**config.mk**
```make
export PLATFORM = sky130hd
export DESIGN_NAME = linear_rgb_fade_engine_core
export DESIGN_NICKNAME = d
export VERILOG_FILES = /design/src/rtl/core/lrgbf_pkg.sv /design/src/rtl/core/lrgbf_unit.sv /design/src/rtl/core/linear_rgb_fade_engine_core.sv
export SDC_FILE = /design/constraint.sdc
export NUM_CORES = 1
export LEC_CHECK = 0
export BUFFER_PORTS_ARGS = -buffer_cell sky130_fd_sc_hd__buf_2
export CAP_MARGIN = 20
export CORE_MARGIN = 3
export CORE_UTILIZATION = 49
export CTS_CLUSTER_SIZE = 8
export DETAILED_ROUTE_END_ITERATION = 8
export PLACE_DENSITY = 0.67
export REMOVE_ABC_BUFFERS = 1
export SLEW_MARGIN = 15
export SYNTH_ARGS = -nofsm -noshare
export SYNTH_HDL_FRONTEND = slang
export SYNTH_SLANG_ARGS = --single-unit
export TNS_END_PERCENT = 10
```
**constraint.sdc**
```tcl
create_clock -name clk -period 8.5 [get_ports clk]
set_input_delay 0.425 -clock clk [delete_from_list [all_inputs] [get_ports clk]]
set_output_delay 0.425 -clock clk [all_outputs]
set_load 0.03 [all_outputs]
```
**src/rtl/core/lrgbf_pkg.sv**
```systemverilog
`default_nettype none

package lrgbf_pkg;

    localparam int TIME_WIDTH    = 32;
    localparam int CHANNEL_WIDTH = 8;
    localparam int CHAN_NUM      = 3;
    localparam int CHAN_W        = $clog2(CHAN_NUM);
    localparam int BIT_W         = $clog2(CHANNEL_WIDTH);
    localparam int CFG_IDX_W     = 3;

    typedef logic [TIME_WIDTH-1:0]    time_t;
    typedef logic [CHANNEL_WIDTH-1:0] chan_t;

    localparam logic [CFG_IDX_W-1:0] CFG_START_RED   = 3'd0;
    localparam logic [CFG_IDX_W-1:0] CFG_START_GREEN = 3'd1;
    localparam logic [CFG_IDX_W-1:0] CFG_START_BLUE  = 3'd2;
    localparam logic [CFG_IDX_W-1:0] CFG_END_RED     = 3'd3;
    localparam logic [CFG_IDX_W-1:0] CFG_END_GREEN   = 3'd4;
    localparam logic [CFG_IDX_W-1:0] CFG_END_BLUE    = 3'd5;
    localparam logic [CFG_IDX_W-1:0] CFG_DURATION    = 3'd6;

endpackage

`default_nettype wire

```
**src/rtl/core/lrgbf_unit.sv**
```systemverilog
`default_nettype none

module lrgbf_unit
(
    input  wire lrgbf_pkg::time_t rem,
    input  wire lrgbf_pkg::time_t addend,
    input  wire lrgbf_pkg::time_t divisor,
    input  wire                   add_sel,
    output lrgbf_pkg::time_t      result,
    output logic                  ge
);

    logic [lrgbf_pkg::TIME_WIDTH:0] x;
    logic [lrgbf_pkg::TIME_WIDTH:0] diff;

    // either add the numerator step or double the remainder, then reduce once
    always_comb
    begin
        if (add_sel)
        begin
            x = {1'b0, rem} + {1'b0, addend};
        end
        else
        begin
            x = {rem, 1'b0};
        end
        ge   = (x >= {1'b0, divisor});
        diff = x - {1'b0, divisor};
        if (ge)
        begin
            result = diff[lrgbf_pkg::TIME_WIDTH-1:0];
        end
        else
        begin
            result = x[lrgbf_pkg::TIME_WIDTH-1:0];
        end
    end

endmodule

`default_nettype wire

```
**src/rtl/core/linear_rgb_fade_engine_core.sv**
```systemverilog
// operation: a request updates the elapsed time, then the shared divide step unit
// works one color channel after another; new requests are stalled until the result is out
//   (per color channel: 8 bits x double/add, then one rounding step)
// reset: rst_n clears elapsed time, finished flag, start/end color and duration registers
//   and the sequencer at once; no clearing pass
`default_nettype none

module linear_rgb_fade_engine_core
(
    input  wire                                     clk,
    input  wire                                     rst_n,
    input  wire                                     cfg_we,
    input  wire [lrgbf_pkg::CFG_IDX_W-1:0]          cfg_index,
    input  wire lrgbf_pkg::time_t                   cfg_data,
    input  wire                                     in_valid,
    output logic                                    in_stall,
    input  wire lrgbf_pkg::time_t                   delta_us,
    input  wire                                     restart,
    output logic                                    out_valid,
    input  wire                                     out_stall,
    output lrgbf_pkg::chan_t                        red,
    output lrgbf_pkg::chan_t                        green,
    output lrgbf_pkg::chan_t                        blue,
    output lrgbf_pkg::time_t                        elapsed,
    output logic                                    done_res
);

    localparam logic [2:0] ST_IDLE = 3'd0;
    localparam logic [2:0] ST_UPD  = 3'd1;
    localparam logic [2:0] ST_DBL  = 3'd2;
    localparam logic [2:0] ST_ADD  = 3'd3;
    localparam logic [2:0] ST_RND  = 3'd4;
    localparam logic [2:0] ST_FIN  = 3'd5;

    localparam int CW = lrgbf_pkg::CHANNEL_WIDTH;
    localparam int TW = lrgbf_pkg::TIME_WIDTH;

    lrgbf_pkg::chan_t start_reg [lrgbf_pkg::CHAN_NUM];
    lrgbf_pkg::chan_t end_reg   [lrgbf_pkg::CHAN_NUM];
    lrgbf_pkg::time_t dur_reg;

    logic [2:0]                       state_reg, state_next;
    lrgbf_pkg::time_t                 el_reg, el_next;
    logic                             fin_reg, fin_next;
    lrgbf_pkg::time_t                 delta_reg, delta_next;
    lrgbf_pkg::time_t                 r_reg, r_next;
    logic [CW:0]                      q_reg, q_next;
    logic [lrgbf_pkg::BIT_W-1:0]      bit_reg, bit_next;
    logic [lrgbf_pkg::CHAN_W-1:0]     chan_reg, chan_next;
    lrgbf_pkg::chan_t                 color_reg [lrgbf_pkg::CHAN_NUM];
    lrgbf_pkg::chan_t                 color_next [lrgbf_pkg::CHAN_NUM];
    logic                             out_valid_reg, out_valid_next;
    lrgbf_pkg::chan_t                 red_reg, red_next;
    lrgbf_pkg::chan_t                 green_reg, green_next;
    lrgbf_pkg::chan_t                 blue_reg, blue_next;
    lrgbf_pkg::time_t                 elapsed_reg, elapsed_next;
    logic                             done_reg, done_next;

    lrgbf_pkg::chan_t                 cur_start;
    lrgbf_pkg::chan_t                 cur_end;
    lrgbf_pkg::chan_t                 mag;
    logic                             rising;
    logic                             unit_add;
    lrgbf_pkg::time_t                 unit_rem;
    lrgbf_pkg::time_t                 unit_res;
    logic                             unit_ge;
    logic [TW:0]                      el_sum;
    logic [CW:0]                      q_round;
    lrgbf_pkg::chan_t                 chan_val;
    logic                             in_take;

    assign in_take   = in_valid && !in_stall;
    assign in_stall  = (state_reg != ST_IDLE);
    assign out_valid = out_valid_reg;
    assign red       = red_reg;
    assign green     = green_reg;
    assign blue      = blue_reg;
    assign elapsed   = elapsed_reg;
    assign done_res  = done_reg;

    // config writes
    always_ff @(posedge clk or negedge rst_n)
    begin
        if (!rst_n)
        begin
            for (int i = 0; i < lrgbf_pkg::CHAN_NUM; i++)
            begin
                start_reg[i] <= '0;
                end_reg[i]   <= '0;
            end
            dur_reg <= '0;
        end
        else if (cfg_we)
        begin
            case (cfg_index)
                lrgbf_pkg::CFG_START_RED:   start_reg[0] <= cfg_data[CW-1:0];
                lrgbf_pkg::CFG_START_GREEN: start_reg[1] <= cfg_data[CW-1:0];
                lrgbf_pkg::CFG_START_BLUE:  start_reg[2] <= cfg_data[CW-1:0];
                lrgbf_pkg::CFG_END_RED:     end_reg[0]   <= cfg_data[CW-1:0];
                lrgbf_pkg::CFG_END_GREEN:   end_reg[1]   <= cfg_data[CW-1:0];
                lrgbf_pkg::CFG_END_BLUE:    end_reg[2]   <= cfg_data[CW-1:0];
                lrgbf_pkg::CFG_DURATION:    dur_reg      <= cfg_data;
                default:
                begin
                end
            endcase
        end
    end

    assign cur_start = start_reg[chan_reg];
    assign cur_end   = end_reg[chan_reg];
    assign rising    = (cur_end > cur_start);
    assign mag       = rising ? (cur_end - cur_start) : (cur_start - cur_end);
    assign unit_add  = (state_reg == ST_ADD);
    assign unit_rem  = r_reg;
    assign el_sum    = {1'b0, el_reg} + {1'b0, delta_reg};
    assign q_round   = q_reg + {{CW{1'b0}}, unit_ge};

    lrgbf_unit u_unit
    (
        .rem     (unit_rem),
        .addend  (el_reg),
        .divisor (dur_reg),
        .add_sel (unit_add),
        .result  (unit_res),
        .ge      (unit_ge)
    );

    // final channel value from the rounded quotient, or the start or end value at the bounds
    always_comb
    begin
        if ((el_reg == '0) || (cur_start == cur_end))
        begin
            chan_val = cur_start;
        end
        else if (el_reg >= dur_reg)
        begin
            chan_val = cur_end;
        end
        else if (rising)
        begin
            chan_val = cur_start + q_round[CW-1:0];
        end
        else
        begin
            chan_val = cur_start - q_round[CW-1:0];
        end
    end

    always_comb
    begin
        state_next     = state_reg;
        el_next        = el_reg;
        fin_next       = fin_reg;
        delta_next     = delta_reg;
        r_next         = r_reg;
        q_next         = q_reg;
        bit_next       = bit_reg;
        chan_next      = chan_reg;
        color_next     = color_reg;
        out_valid_next = out_valid_reg && out_stall;
        red_next       = red_reg;
        green_next     = green_reg;
        blue_next      = blue_reg;
        elapsed_next   = elapsed_reg;
        done_next      = done_reg;

        unique case (state_reg)
            ST_IDLE:
            begin
                if (in_take)
                begin
                    delta_next = delta_us;
                    if (restart)
                    begin
                        el_next  = '0;
                        fin_next = 1'b0;
                    end
                    state_next = ST_UPD;
                end
            end
            ST_UPD:
            begin
                // el + delta >= dur is the same as delta >= dur - el here
                if (el_reg >= dur_reg)
                begin
                    fin_next = 1'b1;
                end
                else if (el_sum >= {1'b0, dur_reg})
                begin
                    el_next = dur_reg;
                end
                else
                begin
                    el_next = el_sum[TW-1:0];
                end
                r_next     = '0;
                q_next     = '0;
                bit_next   = lrgbf_pkg::BIT_W'(CW - 1);
                chan_next  = '0;
                state_next = ST_DBL;
            end
            ST_DBL:
            begin
                r_next     = unit_res;
                q_next     = {q_reg[CW-1:0], unit_ge};
                state_next = ST_ADD;
            end
            ST_ADD:
            begin
                if (mag[bit_reg])
                begin
                    r_next = unit_res;
                    q_next = q_reg + {{CW{1'b0}}, unit_ge};
                end
                if (bit_reg == '0)
                begin
                    state_next = ST_RND;
                end
                else
                begin
                    bit_next   = bit_reg - 1'b1;
                    state_next = ST_DBL;
                end
            end
            ST_RND:
            begin
                color_next[chan_reg] = chan_val;
                r_next   = '0;
                q_next   = '0;
                bit_next = lrgbf_pkg::BIT_W'(CW - 1);
                if (chan_reg == lrgbf_pkg::CHAN_W'(lrgbf_pkg::CHAN_NUM - 1))
                begin
                    state_next = ST_FIN;
                end
                else
                begin
                    chan_next  = chan_reg + 1'b1;
                    state_next = ST_DBL;
                end
            end
            ST_FIN:
            begin
                if (!out_valid_reg || !out_stall)
                begin
                    out_valid_next = 1'b1;
                    red_next       = color_reg[0];
                    green_next     = color_reg[1];
                    blue_next      = color_reg[2];
                    elapsed_next   = el_reg;
                    done_next      = fin_reg;
                    state_next     = ST_IDLE;
                end
            end
            default:
            begin
                state_next = ST_IDLE;
            end
        endcase
    end

    always_ff @(posedge clk or negedge rst_n)
    begin
        if (!rst_n)
        begin
            state_reg     <= ST_IDLE;
            el_reg        <= '0;
            fin_reg       <= 1'b0;
            out_valid_reg <= 1'b0;
        end
        else
        begin
            state_reg     <= state_next;
            el_reg        <= el_next;
            fin_reg       <= fin_next;
            out_valid_reg <= out_valid_next;
        end
    end

    // payload, no reset
    always_ff @(posedge clk)
    begin
        delta_reg   <= delta_next;
        r_reg       <= r_next;
        q_reg       <= q_next;
        bit_reg     <= bit_next;
        chan_reg    <= chan_next;
        color_reg   <= color_next;
        red_reg     <= red_next;
        green_reg   <= green_next;
        blue_reg    <= blue_next;
        elapsed_reg <= elapsed_next;
        done_reg    <= done_next;
    end

    // busy right after a request is taken
    a_busy_after_take: assert property (@(posedge clk) disable iff (!rst_n)
        in_take |=> in_stall)
        else $error("input not stalled after request taken");

    // a new result only comes out of the finish step
    a_result_from_fin: assert property (@(posedge clk) disable iff (!rst_n)
        (out_valid && !$past(out_valid && out_stall)) |-> $past(state_reg == ST_FIN))
        else $error("result raised outside finish step");

    // channel counter stays within the color channels
    a_chan_range: assert property (@(posedge clk) disable iff (!rst_n)
        (state_reg == ST_DBL || state_reg == ST_ADD || state_reg == ST_RND)
        |-> (chan_reg < lrgbf_pkg::CHAN_W'(lrgbf_pkg::CHAN_NUM)))
        else $error("channel counter out of range");

    // an elapsed time update never carries elapsed beyond the duration
    a_elapsed_clamp: assert property (@(posedge clk) disable iff (!rst_n)
        (state_reg == ST_UPD && el_reg < dur_reg) |=> (el_reg <= dur_reg))
        else $error("elapsed time passed the duration");

endmodule

`default_nettype wire

```
Yosys cells after proc, flatten, opt, wreduce, memory -nomap -nowiden
Index checks and enable logic that the tools add are counted.
{"block": "op_classes", "order_cmp": 7, "mux": 41, "n_addsub": 10, "bitwise": 1, "eq_ne": 21, "n_reduce_logical": 33}
{"op": "two-way mux 32 bit", "n": 6}
{"op": "case mux 32 bit (3 select lines)", "n": 1}
{"op": "two-way mux 8 bit", "n": 9}
{"op": "adder 32 x 32 -> 33 bit", "n": 2}
{"op": "greater-or-equal comparator 33 x 32 -> 1 bit", "n": 2}
{"op": "case mux 32 bit (2 select lines)", "n": 1}
{"op": "two-way mux 33 bit", "n": 1}
{"op": "binary-select mux 8 bit (select 2 bit)", "n": 2}
{"op": "greater-or-equal comparator 32 bit", "n": 1}
{"op": "zero test 32 bit", "n": 1}
{"op": "subtractor 32 bit", "n": 1}
{"op": "case mux 9 bit (3 select lines)", "n": 1}
{"op": "AND reduction 2 bit", "n": 13}
{"op": "bitwise mux 24 bit", "n": 1}
{"op": "subtractor 8 bit", "n": 3}
{"op": "case mux 3 bit (6 select lines)", "n": 1}
{"op": "demux 8 bit (select 2 bit)", "n": 1}
{"op": "inequality test 2 bit, second input constant", "n": 8}
{"op": "equality test 3 bit, second input constant", "n": 5}
{"op": "two-way mux 3 bit", "n": 5}
{"op": "equality test 3 x 2 -> 1 bit, second input constant", "n": 4}
{"op": "adder 9 x 1 -> 9 bit", "n": 1}
{"op": "zero test 3 bit", "n": 3}
{"op": "two-way mux 9 bit", "n": 1}
{"op": "24 further kinds", "n": 39}
{"block": "word_totals", "input_bits": 73, "elab_cells": 137, "output_inout_bits": 59, "regBits": 276}

Logic depth before layout (Yosys ltp)
{"block": "logic_depth", "ltp_word": 10, "mapped_depth": 35, "mapped_depth_nobuf": 33}

Cells and area by module
From an unflattened synthesis, not the netlist that was laid out.
{"block": "unflattened", "hier_cells": 1954, "area_unflattened_um2": 19747.7}
{"mod": "linear_rgb_fade_engine_core", "seq_area_each_um2": 7672.4, "instances": 1, "cells_per_inst": 1338, "area_per_inst_um2": 15394.8}
{"mod": "lrgbf_unit", "seq_area_each_um2": 0.0, "instances": 1, "cells_per_inst": 616, "area_per_inst_um2": 4352.9}

Worst setup path after synthesis
No wires, ideal clock.
{"block": "synth_timing", "path_kind": "register -> register", "from": "register el_reg[0]", "to": "register color_reg[15] (netlist bit) (data pin)", "required_time_ns": 8.234, "path_stages_with_launch": 35, "period_less_slack_ns": 7.472, "n_path_buf": 2, "arrival_ns": 7.206, "slack_ns": 1.028, "setup_ns": 0.266, "cell_sequence": "dfrtp_1 ha_1 fa_1 a211oi_1 nor2_1 o41ai_4 o21ai_1 a21o_1 a21oi_1 xor2_1 o21ai_0 ha_1 nand3_1 nor3_1 nand3_1 o32ai_1 nor2_1 o2111ai_1 and2b_1 inv_2 buf_4 ha_1 buf_1 xnor2_1 ha_1 o21ai_0 ha_1 a21o_1 a21o_1 a21o_1 a21oi_1 o21ai_0 xnor2_1 xnor2_1 o31a_1"}
{"block": "synth_between", "elab_chain_len": 9, "elab_cells_between_ends": 13, "cone_classes": "4 x add/sub; 2 x order compare; 5 x mux; 2 x reduce/logical"}
{"item": "start, declared", "line_no": "linear_rgb_fade_engine_core.sv:43", "rtl": "lrgbf_pkg::time_t el_reg, el_next;"}
{"item": "start signal, assigned", "line_no": "linear_rgb_fade_engine_core.sv:274", "rtl": "el_reg <= el_next;"}
{"item": "adder 32 x 32 -> 33 bit", "line_no": "lrgbf_unit.sv:21", "rtl": "x = {1'b0, rem} + {1'b0, addend};"}
{"item": "two-way mux 33 bit", "line_no": "lrgbf_unit.sv:19", "rtl": "if (add_sel)"}
{"item": "greater-or-equal comparator 33 x 32 -> 1 bit", "line_no": "lrgbf_unit.sv:27", "rtl": "ge = (x >= {1'b0, divisor});"}
{"item": "adder 9 x 1 -> 9 bit"}
{"item": "subtractor 8 bit or adder 8 bit (tied branches)", "line_no": "linear_rgb_fade_engine_core.sv:146, linear_rgb_fade_engine_core.sv:142"}
{"item": "two-way mux 8 bit", "line_no": "linear_rgb_fade_engine_core.sv:140", "rtl": "else if (rising)"}
{"item": "two-way mux 8 bit", "line_no": "linear_rgb_fade_engine_core.sv:136", "rtl": "else if (el_reg >= dur_reg)"}
{"item": "two-way mux 8 bit *", "line_no": "linear_rgb_fade_engine_core.sv:132", "rtl": "if ((el_reg == '0) || (cur_start == cur_end))"}
{"item": "net chan_val[7]", "line_no": "linear_rgb_fade_engine_core.sv:69", "rtl": "lrgbf_pkg::chan_t chan_val;"}
{"item": "bitwise mux 24 bit *", "line_no": "linear_rgb_fade_engine_core.sv:228", "rtl": "color_next[chan_reg] = chan_val;"}
{"item": "end signal, assigned", "line_no": "linear_rgb_fade_engine_core.sv:288", "rtl": "color_reg <= color_next;"}
{"item": "end, declared", "line_no": "linear_rgb_fade_engine_core.sv:50", "rtl": "lrgbf_pkg::chan_t color_reg [lrgbf_pkg::CHAN_NUM];"}
The timed path passes the listed nets; every way through them passes the cells marked *.
A chain may end at the register's enable or synchronous reset.

Final worst setup path
{"block": "layout_timing", "from": "register el_reg[0]", "to": "register color_reg[7] (netlist bit) (data pin)"}
Same word-level chain as after synthesis.

==> run metrics <==
Routed Antenna Nets 0; grt peak-use layer met2; full die area 41300 µm²; gpl congestion approximately 0.95; IO buf count 131; initial antenna violation count 0; fin crit share 0.922; Crit-path slowest cell dfrtp_1; Initial Util 0.501; data required time of the worst path about 8800 ps; CTS tree built; # rows about 70; n_diodes 0; vias approximately 15000; delay of the slowest cell on the worst path roughly 440 ps; Root Buffer clkbuf_16; Synthesis Warnings 0; area of the core approximately 38000 µm²; CTS Sinks roughly 280; Detailed Route Iter0 Violations roughly 1200; top cell type's share of synthesized area 0.249; fraction of registers with async set/reset 0.425; maximum level of the CTS H-tree 2; DR pass1 iterations 5; first-pass GRT wire length about 85 mm; top cells by area, synth edfxtp_1 (25%), dfrtp_1 (15%), ha_1 (12%); final hold violation count 0; Commonest cells post-synth ha_1 (190), edfxtp_1 (158), nand2_1 (148), a21oi_1 (125), dfrtp_1 (117); Worst Path Arrival approximately 8000 ps; wire per inst between 20 and 25 µm; CP Class register to register; Worst-path clk slew around 50 ps; Slew HR 0.320; Placed Cells roughly 2500; area grow syn2layout 12.8%; crit start category register; Routed WL 55.0 mm; CP endpoint kind register; total grt overflow 0; post-place instance area just over 20000 µm²; met1 Usage GRT 0.380; most frequent cell after synthesis ha_1; die height ~200 µm; clk buf depth 3; Max Cap Viol 0; Post-synth EDFFs between 150 and 200; Synth Register Bits 275; CP most frequent cell ha_1; Layout Cells excl Fill roughly 2600; via count of the first global-routing pass 15000; Post-Synthesis Cell Area approximately 19000 µm²; Skew-Pair Late Insertion Delay 570 ps; Post-Route Setup TNS 0 ps; hold crit path type input pin to register; clock skew approximately 25 ps; Max Freq 0.128 GHz; Final min period between 7000 and 8000 ps; layout cells sized above 1 0.153; GR Util met2 0.398; Synth cell types between 80 and 90; status completed; HPWL Detailed approximately 41 mm; DRC viols 0; register area share after synthesis 0.403; cell taking the most area after synthesis edfxtp_1; Syn Area/Cell 10.2 µm²; layout net count ~2300; unrepaired setup endpoints after global routing false; TritonCTS Buffers 40; Worst-Margin Slew between 1000 and 1500 ps; largest net degree at the start of global routing 69; GRT Overall Usage 0.262; Primary FF master, synth edfxtp_1; Via-to-Cell Ratio 6.01; met3 usage in global routing 0.0565; final setup fails 0; fin area roughly 21000 µm²; Critical Path Fanout Max 7; Top Ports roughly 130; Slew Limit Fails 0; Die Wd a little over 200 µm; cells after synthesis between 1500 and 2000
## through the flow
stage	util	hold WS (ps)	worst slack (ps)
floorplan	-	129	806
global placement	0.533	403	511
detailed placement	0.533	405	321
CTS	0.564	5.48	226
global route	0.565	15.1	55.3
finish	0.565	39.8	667
## cell usage in the layout, fill, tap and decap left out, drive strengths merged, types with 9 or more instances in the layout
master,n
a211oi,31
a21o,47
a21oi,125
a221o,9
a31oi,15
and2,9
and3,23
buf,163
clkbuf,67
dfrtp,117
edfxtp,158
ha,190
inv,100
mux2,84
mux2i,77
nand2,148
nand2b,20
nand3,32
nand4,31
nor2,113
nor2b,23
nor3,28
nor4,15
o211ai,13
o21a,21
o21ai,139
o21bai,14
o2bb2ai,10
o31ai,10
xnor2,62
xor2,37
## cells by family (layout without fill, tap and decap cells)
kind of cell | count (synthesis) | count (layout) | share of synthesized area
xor gates and xnor gates | 99 | 99 | 0.0455
muxes | 161 | 161 | 0.0901
and+or+nand+nor | 480 | 480 | 0.124
AOI/OAI and AO/OA | 504 | 504 | 0.172
adders and majority gates | 196 | 196 | 0.131
DFF | 275 | 275 | 0.403
buffers and inverters | 162 | 332 | 0.0347
## final timing paths
path / slack (ps) / from / to / cells past startpoint
worst min-delay path: 40 / delta_us[3] / delta_reg[3] / 1
max in group asynchronous: 6550 / rst_n / el_reg[12] / 3
worst min register to register: 410 / color_reg[9] / green[1] / 0
worst max register to register: 670 / el_reg[0] / color_reg[7] / 32
min in group asynchronous: 520 / rst_n / end_reg[20] / 2
worst max-delay path: 670 / el_reg[0] / color_reg[7] / 32
## critical path: cells and delay by family, from the launching register on
family | cells | cell delay (ps)
AND/OR/NAND/NOR | 6 | 1050
flip-flops | 1 | 440
buffers and inverters | 2 | 300
adder cells (fa/ha/maj) | 6 | 1930
XOR/XNOR | 4 | 670
AO/OA/AOI/OAI | 14 | 3160
## layer usage
metal | share of wire | wire [µm]
met1 | 0.47 | 25600
met4 | 0.022 | 1210
met5 | 0 | 0
met2 | 0.44 | 24200
met3 | 0.073 | 4040
## final cells by class
| class | count | area [µm²] |
|---|---|---|
| Fill cell | 3409 | 16500 |
| Sequential cell | 275 | 7670 |
| Multi-Input combinational cell | 1440 | 10800 |
| Timing Repair Buffer | 164 | 908 |
| Clock buffer | 67 | 1100 |
| Inverter | 98 | 368 |
| Clock inverter | 3 | 45.0 |
| Tap cell | 511 | 639 |
## timing repair
item                                    CTS  global route
endpoints found under the setup margin    0             9
endpoints found under the hold margin    49             0
setup buffers                             0             5
hold buffers                              1             0
resized for setup                         0             2
Power is left out: the tool's default activity adds up to more than one toggle a clock period on the data nets, which glitch-free logic cannot reach.
